**src/rtl/bfrl_pkg.sv**
```systemverilog
// shared types and constants for the run-length token coalescer
`default_nettype none

package bfrl_pkg;

  // loop nesting limit and the counter width it needs
  localparam int MAX_DEPTH = 4096;
  localparam int DEPTH_W   = $clog2(MAX_DEPTH + 1);

  // result queue geometry
  localparam int OQ_DEPTH = 4;
  localparam int OQ_AW    = $clog2(OQ_DEPTH);
  localparam int OQ_CW    = $clog2(OQ_DEPTH + 1);

  // source command bytes
  localparam logic [7:0] CH_PLUS  = 8'h2B;
  localparam logic [7:0] CH_MINUS = 8'h2D;
  localparam logic [7:0] CH_RIGHT = 8'h3E;
  localparam logic [7:0] CH_LEFT  = 8'h3C;
  localparam logic [7:0] CH_DOT   = 8'h2E;
  localparam logic [7:0] CH_COMMA = 8'h2C;
  localparam logic [7:0] CH_OPEN  = 8'h5B;
  localparam logic [7:0] CH_CLOSE = 8'h5D;

  // input mode codes
  localparam logic MODE_CHAR = 1'b0;
  localparam logic MODE_END  = 1'b1;

  typedef enum logic [2:0] {
    KIND_ADD   = 3'd0,
    KIND_MOVE  = 3'd1,
    KIND_OUT   = 3'd2,
    KIND_IN    = 3'd3,
    KIND_OPEN  = 3'd4,
    KIND_CLOSE = 3'd5,
    KIND_END   = 3'd6,
    KIND_ERR   = 3'd7
  } tok_kind_t;

  typedef enum logic [1:0] {
    ERR_NONE      = 2'd0,
    ERR_UNMATCHED = 2'd1,
    ERR_UNCLOSED  = 2'd2,
    ERR_OVERFLOW  = 2'd3
  } err_code_t;

  typedef struct packed {
    tok_kind_t          kind;
    logic signed [15:0] amount;
    err_code_t          err;
    logic               last;
  } token_t;

  // up to two tokens produced by one beat
  typedef struct packed {
    logic [1:0] n;
    token_t     tok0;
    token_t     tok1;
  } push_t;

  typedef struct packed {
    logic signed [15:0]   value_run;
    logic signed [15:0]   move_run;
    logic [DEPTH_W-1:0]   loop_depth;
    logic                 failed;
  } run_state_t;

endpackage

`default_nettype wire

```
**src/rtl/bfrl_step.sv**
```systemverilog
// combinational step: one command beat against the run state
`default_nettype none

module bfrl_step (
  input  bfrl_pkg::run_state_t st,
  input  logic                 mode,
  input  logic [7:0]           char_code,
  output bfrl_pkg::push_t      push,
  output bfrl_pkg::run_state_t st_nxt
);
  import bfrl_pkg::*;

  localparam logic signed [15:0] RUN_MAX = 16'sh7FFF;
  localparam logic signed [15:0] RUN_MIN = 16'sh8000;

  // saturating +/-1 on a run total
  function automatic logic signed [15:0] run_step(logic signed [15:0] acc, logic up);
    logic signed [15:0] r;
    if (up) begin
      r = (acc == RUN_MAX) ? acc : acc + 16'sd1;
    end else begin
      r = (acc == RUN_MIN) ? acc : acc - 16'sd1;
    end
    return r;
  endfunction

  function automatic token_t mk_tok(tok_kind_t k, logic signed [15:0] a, err_code_t e);
    token_t t;
    t.kind   = k;
    t.amount = a;
    t.err    = e;
    t.last   = 1'b0;
    return t;
  endfunction

  logic   fl_v;
  token_t fl_tok;
  logic   pre_v;
  logic   main_v;
  token_t pre_tok;
  token_t main_tok;

  // pending run flush token
  always_comb begin
    fl_v   = (st.value_run != 16'sd0) || (st.move_run != 16'sd0);
    fl_tok = (st.value_run != 16'sd0) ? mk_tok(KIND_ADD, st.value_run, ERR_NONE)
                                      : mk_tok(KIND_MOVE, st.move_run, ERR_NONE);
  end

  // command decode and state update
  always_comb begin
    pre_v    = 1'b0;
    main_v   = 1'b0;
    pre_tok  = fl_tok;
    main_tok = mk_tok(KIND_END, 16'sd0, ERR_NONE);
    st_nxt   = st;
    if (mode == MODE_END) begin
      main_v = 1'b1;
      if (!st.failed) begin
        pre_v = fl_v;
        if (st.loop_depth != '0) begin
          main_tok = mk_tok(KIND_ERR, 16'sd0, ERR_UNCLOSED);
        end
      end
      st_nxt = '0;
    end else if (!st.failed) begin
      case (char_code)
        CH_PLUS, CH_MINUS: begin
          if (st.move_run != 16'sd0) begin
            pre_v   = 1'b1;
            pre_tok = mk_tok(KIND_MOVE, st.move_run, ERR_NONE);
          end
          st_nxt.move_run  = 16'sd0;
          st_nxt.value_run = run_step(st.value_run, char_code == CH_PLUS);
        end
        CH_RIGHT, CH_LEFT: begin
          if (st.value_run != 16'sd0) begin
            pre_v   = 1'b1;
            pre_tok = mk_tok(KIND_ADD, st.value_run, ERR_NONE);
          end
          st_nxt.value_run = 16'sd0;
          st_nxt.move_run  = run_step(st.move_run, char_code == CH_RIGHT);
        end
        CH_DOT, CH_COMMA: begin
          pre_v            = fl_v;
          main_v           = 1'b1;
          main_tok         = mk_tok((char_code == CH_DOT) ? KIND_OUT : KIND_IN, 16'sd0,
                                    ERR_NONE);
          st_nxt.value_run = 16'sd0;
          st_nxt.move_run  = 16'sd0;
        end
        CH_OPEN: begin
          main_v           = 1'b1;
          st_nxt.value_run = 16'sd0;
          st_nxt.move_run  = 16'sd0;
          if (st.loop_depth >= DEPTH_W'(MAX_DEPTH)) begin
            main_tok      = mk_tok(KIND_ERR, 16'sd0, ERR_OVERFLOW);
            st_nxt.failed = 1'b1;
          end else begin
            pre_v             = fl_v;
            main_tok          = mk_tok(KIND_OPEN, 16'sd0, ERR_NONE);
            st_nxt.loop_depth = st.loop_depth + DEPTH_W'(1);
          end
        end
        CH_CLOSE: begin
          main_v           = 1'b1;
          st_nxt.value_run = 16'sd0;
          st_nxt.move_run  = 16'sd0;
          if (st.loop_depth == '0) begin
            main_tok      = mk_tok(KIND_ERR, 16'sd0, ERR_UNMATCHED);
            st_nxt.failed = 1'b1;
          end else begin
            pre_v             = fl_v;
            main_tok          = mk_tok(KIND_CLOSE, 16'sd0, ERR_NONE);
            st_nxt.loop_depth = st.loop_depth - DEPTH_W'(1);
          end
        end
        default: begin
        end
      endcase
    end
  end

  // order tokens: flushed run first, then the command token
  always_comb begin
    push.n         = {1'b0, pre_v} + {1'b0, main_v};
    push.tok0      = pre_v ? pre_tok : main_tok;
    push.tok0.last = !(pre_v && main_v);
    push.tok1      = main_tok;
    push.tok1.last = 1'b1;
  end

endmodule

`default_nettype wire

```
**src/rtl/bfrl_outq.sv**
```systemverilog
// small result queue: up to two pushes and one pop per cycle
`default_nettype none

module bfrl_outq (
  input  logic                        clk,
  input  logic                        rst_n,
  input  bfrl_pkg::push_t             push,
  input  logic                        pop,
  output bfrl_pkg::token_t            head,
  output logic [bfrl_pkg::OQ_CW-1:0]  cnt
);
  import bfrl_pkg::*;

  token_t           mem_r [OQ_DEPTH];
  logic [OQ_AW-1:0] wr_ptr_r;
  logic [OQ_AW-1:0] wr_ptr_nxt;
  logic [OQ_AW-1:0] rd_ptr_r;
  logic [OQ_AW-1:0] rd_ptr_nxt;
  logic [OQ_CW-1:0] cnt_r;
  logic [OQ_CW-1:0] cnt_nxt;

  // pointer and fill count update
  always_comb begin
    wr_ptr_nxt = wr_ptr_r + OQ_AW'(push.n);
    rd_ptr_nxt = rd_ptr_r + OQ_AW'(pop);
    cnt_nxt    = cnt_r + OQ_CW'(push.n) - OQ_CW'(pop);
  end

  always_ff @(posedge clk) begin
    if (!rst_n) begin
      wr_ptr_r <= '0;
      rd_ptr_r <= '0;
      cnt_r    <= '0;
    end else begin
      wr_ptr_r <= wr_ptr_nxt;
      rd_ptr_r <= rd_ptr_nxt;
      cnt_r    <= cnt_nxt;
    end
  end

  // token storage
  always_ff @(posedge clk) begin
    if (push.n != 2'd0) begin
      mem_r[wr_ptr_r] <= push.tok0;
    end
    if (push.n == 2'd2) begin
      mem_r[wr_ptr_r + OQ_AW'(1)] <= push.tok1;
    end
  end

  assign head = mem_r[rd_ptr_r];
  assign cnt  = cnt_r;

endmodule

`default_nettype wire

```
**src/rtl/bf_run_length_token_coalescer.sv**
```systemverilog
// top level: input register, run state, step logic and result queue
//
//  channel | direction | handshake          | payload
//  in_     | input     | in_valid/in_stall   | mode, char_code
//  out_    | output    | out_valid/out_stall | token_kind, amount, error_code, last
//
// A beat waits in the input register and is decoded into zero to two tokens
// that land in a four-entry result queue; the first token shows on out_ once
// the queue has registered it. One beat per cycle is sustained while beats give
// at most one token and out_stall is low; the single output port slows two-token
// beats. in_stall rises when the queue holds fewer than two free entries.
// Synchronous active-low reset empties the queue and clears the run state.
`default_nettype none

module bf_run_length_token_coalescer (
  input  logic               clk,
  input  logic               rst_n,
  input  logic               in_valid,
  output logic               in_stall,
  input  logic               in_mode,
  input  logic [7:0]         in_char_code,
  output logic               out_valid,
  input  logic               out_stall,
  output logic [2:0]         out_token_kind,
  output logic signed [15:0] out_amount,
  output logic [1:0]         out_error_code,
  output logic               out_last
);
  import bfrl_pkg::*;

  logic             in_vld_r;
  logic             in_vld_nxt;
  logic             mode_r;
  logic [7:0]       char_r;
  logic             in_acc;
  logic             proc;
  logic             pop;
  run_state_t       st_r;
  run_state_t       st_nxt;
  push_t            step_push;
  push_t            q_push;
  token_t           head;
  logic [OQ_CW-1:0] q_cnt;

  // handshake and processing enables
  always_comb begin
    proc       = in_vld_r && (q_cnt <= OQ_CW'(OQ_DEPTH - 2));
    in_stall   = in_vld_r && !proc;
    in_acc     = in_valid && !in_stall;
    in_vld_nxt = in_acc || (in_vld_r && !proc);
    pop        = (q_cnt != '0) && !out_stall;
  end

  // input register
  always_ff @(posedge clk) begin
    if (!rst_n) begin
      in_vld_r <= 1'b0;
    end else begin
      in_vld_r <= in_vld_nxt;
    end
  end

  always_ff @(posedge clk) begin
    if (in_acc) begin
      mode_r <= in_mode;
      char_r <= in_char_code;
    end
  end

  // run state
  always_ff @(posedge clk) begin
    if (!rst_n) begin
      st_r <= '0;
    end else if (proc) begin
      st_r <= st_nxt;
    end
  end

  bfrl_step u_step (
    .st        (st_r),
    .mode      (mode_r),
    .char_code (char_r),
    .push      (step_push),
    .st_nxt    (st_nxt)
  );

  // only push while the beat is actually consumed
  always_comb begin
    q_push   = step_push;
    q_push.n = proc ? step_push.n : 2'd0;
  end

  bfrl_outq u_outq (
    .clk   (clk),
    .rst_n (rst_n),
    .push  (q_push),
    .pop   (pop),
    .head  (head),
    .cnt   (q_cnt)
  );

  // result port
  assign out_valid      = (q_cnt != '0);
  assign out_token_kind = head.kind;
  assign out_amount     = head.amount;
  assign out_error_code = head.err;
  assign out_last       = head.last;

`ifndef SYNTHESIS
  a_q_bound: assert property (@(posedge clk) disable iff (!rst_n)
    q_cnt <= OQ_CW'(OQ_DEPTH))
    else $error("result queue overfilled");

  a_one_run: assert property (@(posedge clk) disable iff (!rst_n)
    !((st_r.value_run != 16'sd0) && (st_r.move_run != 16'sd0)))
    else $error("both run totals pending");

  a_depth_bound: assert property (@(posedge clk) disable iff (!rst_n)
    st_r.loop_depth <= DEPTH_W'(MAX_DEPTH))
    else $error("loop depth beyond limit");

  a_failed_quiet: assert property (@(posedge clk) disable iff (!rst_n)
    st_r.failed |-> ((st_r.value_run == 16'sd0) && (st_r.move_run == 16'sd0)))
    else $error("run pending after error");
`endif

endmodule

`default_nettype wire

```
**config.mk**
```make
export PLATFORM = sky130hd
export DESIGN_NAME = bf_run_length_token_coalescer
export DESIGN_NICKNAME = d
export VERILOG_FILES = /design/src/rtl/bfrl_pkg.sv /design/src/rtl/bfrl_step.sv /design/src/rtl/bfrl_outq.sv /design/src/rtl/bf_run_length_token_coalescer.sv
export SDC_FILE = /design/constraint.sdc
export NUM_CORES = 1
export LEC_CHECK = 0
export BUFFER_PORTS_ARGS = -buffer_cell sky130_fd_sc_hd__buf_2
export CORE_MARGIN = 2
export CORE_UTILIZATION = 50
export DETAILED_ROUTE_END_ITERATION = 12
export PLACE_DENSITY = 0.66
export SETUP_SLACK_MARGIN = 0.15
export SLEW_MARGIN = 5
export SYNTH_ARGS = -nofsm -noshare
export SYNTH_HDL_FRONTEND = slang
export SYNTH_HIERARCHICAL = 1
export SYNTH_SLANG_ARGS = --single-unit
```
**constraint.sdc**
```tcl
create_clock -name clk -period 11.7 [get_ports clk]
set_clock_uncertainty 0.1 [all_clocks]
set_input_delay 1.17 -clock clk [delete_from_list [all_inputs] [get_ports clk]]
set_output_delay 1.17 -clock clk [all_outputs]
set_load 0.01 [all_outputs]
```
==> results_dict.tcl <==
set metrics [dict create \
    layout_setup_ws_ps 6750 \
    max_clk_rate_mhz 202 \
    final_instance_area_um2 11300 \
    vias 8169 \
    tritoncts.num_buffers 17 \
    placementRows 53 \
    avgSynthCellArea_um2 9.85 \
    timing.critical_path.fanout_max 23 \
    fp.dieArea_um2 22400 \
    global_route_wire_length_before_repair_um 40400 \
    tritoncts_num_sinks 151 \
    hold_path_class "reg -> reg" \
    post_cts.repair.setup_buffers 0 \
    dp.cells 1314 \
    register_area_share_after_synthesis 0.376 \
    avgRoutedWirePerCell_um 18.8 \
    outcome "finished, final reports clean" \
    finalMaxSlewViolations 0 \
    cts.root.buffer_cell "clkbuf_16" \
    diodes 0 \
    vdd_ir_drop_max_uv 92.1 \
    initial_core_utilization 0.507 \
    initialDrtViolationCount 732 \
    pin_count 37 \
    multiInputGateArea_um2 5970 \
    synthesis.area_um2 10600 \
    worst_ep_required_time_ps 11640 \
    horizontal_die_dimension_um 150 \
    clock_tree_from_tritoncts "done" \
    vias_per_cell 6.07 \
    final.period_utilization 0.423 \
    nets 1086 \
    synth-edff-count 97 \
    postCtsResizedCells 0 \
    n_fill_cell 1855 \
    grt_util_all_layers 0.228 \
    grt_setup_unrepaired "false" \
    async_flop_share 0 \
    clock_tree.buffer_depth 2 \
    ant_nets 0 \
    final_period_minus_worst_setup_slack_ps 4950 \
    power.density_nw_per_um2 125 \
    syn-instance-count 1078 \
    detailedRoute.firstPassIterationCount 5 \
    overflow 0 \
    crit_path_start_kind "register" \
    p_leak_nw 3.96 \
    postPlaceCellArea_um2 10700 \
    remaining_drc_errors 0 \
    place_ws_ps 6760 \
    cts_max_level 4 \
    clkSlewWorstSetupHoldPaths_ps 70 \
    sequential_cell_area_um2 3990 \
    synth_cell_types 89 \
    holdBufCountCts 0 \
    place.gp.congestion 0.944 \
    criticalPathCategory "reg -> reg" \
    hpwlAfterDp_um 16900 \
    synth.yosys.warnings 6 \
    worstSkewPairLatency_ps 420 \
    port_buffers 36 \
    setup.worst_path.end_class "register" \
    placeableCoreArea_um2 21000 \
    area_growth_syn_to_layout_pct 6.21 \
    worst_slew_pin_slew_ps 1220 \
    floorplan.die.height_um 150 \
    grt_pass1_vias 7410 \
    final_layout_size_suffix_gt1_frac 0.200 \
    setup_viol 0 \
    setup_total_neg_slack_ps 0 \
    cp_data_arrival_time_ps 4890 \
    maxCapViolCount 0 \
    finalNonFillerCells 1346 \
    number_of_antenna_violations_at_the_first_check_in_global_routing 0 \
    max-slew-margin-rel 0.189 \
    wl_um 25400 \
    synth-seq-cells 151 \
    maximum_number_of_pins_on_one_net_before_global_route_repair 101 \
    hold_violations 0 \
    hold_slack_ps 414 \
    ys_dominant_reg_cell "edfxtp_1" \
]
-- area by class of cell --
class	count	share of cell area
inverter	27	0.00899
clock inverter	15	0.0155
timing repair buffer	47	0.0233
tap	275	0.0305
sequential	151	0.354
multi-input combinational	814	0.530
clock buffer	17	0.0377
-- state kept, by name, summed over array words and instances, names as in the netlist --
signal	flops
u_outq/mem_r	88
in_vld_r	1
u_outq/rd_ptr_r	2
st_r	46
char_r	8
u_outq/cnt	3
u_outq/wr_ptr_r	2
mode_r	1
-- critical path: stages, from the launching register on --
cell      delay (ps)
dfxtp_1          440
nor4_2           580
nand4_1          250
a211oi_1         400
a211o_1          200
nor2b_1          180
buf_4            240
inv_1             90
ha_1             290
and3_2           270
nand4b_2         850
o31ai_4          660
-- synth_stat cells (all sizes together), types with 5 or more instances --
cell	instances	share of area
nor4	27	0.018
nand2	145	0.051
or3	18	0.011
dfxtp	54	0.10
mux2	91	0.10
and3	13	0.0079
o31ai	6	0.0042
a21oi	36	0.017
buf	51	0.041
ha	14	0.017
nor2b	11	0.0065
nand2b	5	0.0029
edfxtp	97	0.27
or4	8	0.0057
nor3	31	0.015
nand4	22	0.013
a31oi	15	0.0088
mux4	22	0.047
o22ai	9	0.0053
nand3	38	0.018
a22oi	8	0.0057
nor2	67	0.024
inv	26	0.0092
xnor2	9	0.0074
o21ai	33	0.016
a21o	7	0.0050
mux2i	66	0.062
clkbuf	50	0.018
and2	12	0.0078
nand4b	6	0.0055
-- per-stage QoR --
step | util | total power, W
after floorplan | - | 0.000801
after global placement | 0.509 | 0.000849
after detailed placement | 0.509 | 0.000852
after CTS | 0.538 | 0.00142
after global routing | 0.538 | 0.00146
final | 0.538 | 0.00141
-- final timing paths --
check,to,cells past startpoint,start,slack (ps)
hold reg to reg,st_r[1],2,st_r[1],410
hold / removal,st_r[1],2,st_r[1],410
setup reg to reg,u_outq/mem_r[0][3],11,st_r[13],6750
setup / recovery,u_outq/mem_r[0][3],11,st_r[13],6750
-- logic make-up after synthesis --
logic type / synth area share
DFF: 0.376
AOI/OAI and AO/OA: 0.0988
buffers and inverters: 0.0683
adders and majority gates: 0.0184
other: 0.000708
muxes: 0.212
and+or+nand+nor: 0.210
xor gates and xnor gates: 0.0150
-- layer usage --
layer	routed length (µm)	up-vias	track usage
met4	346	0	0.0585
met1	12000	3901	0.327
met3	1420	28	0.0384
li1	-	3959	-
met5	0	-	0
met2	11600	281	0.359
-- power breakdown --
| part | leakage (nW) | internal, W | switching, W |
|---|---|---|---|
| registers | 1.24 | 0.000582 | 0.0000151 |
| logic | 2.41 | 0.000114 | 0.000126 |
| clock network | 0.299 | 0.000324 | 0.000248 |
| total | 3.96 | 0.00102 | 0.000389 |
-- layout by cell type (no fill, tap or decap), types with 9 or more instances in the layout --
cell type	synthesis	routed
and2_1	9	9
buf_4	17	11
xnor2_1	9	9
nor3_1	30	30
mux2i_1	66	66
nand4_1	22	22
nor2_1	67	66
edfxtp_1	97	97
clkbuf_16	0	17
a21oi_1	35	35
conb_1	2	17
mux2_2	67	67
a31oi_1	15	15
inv_1	26	26
o21ai_0	32	32
mux2_4	19	19
buf_2	19	36
nand2_1	145	145
or3_1	17	17
o22ai_1	9	9
and3_1	11	11
nand3_1	38	38
ha_1	14	14
inv_6	0	9
nor4_1	23	23
nor2b_1	11	10
dfxtp_1	54	54
mux4_2	22	22
Note: power is estimated with default switching activity, not from simulation.
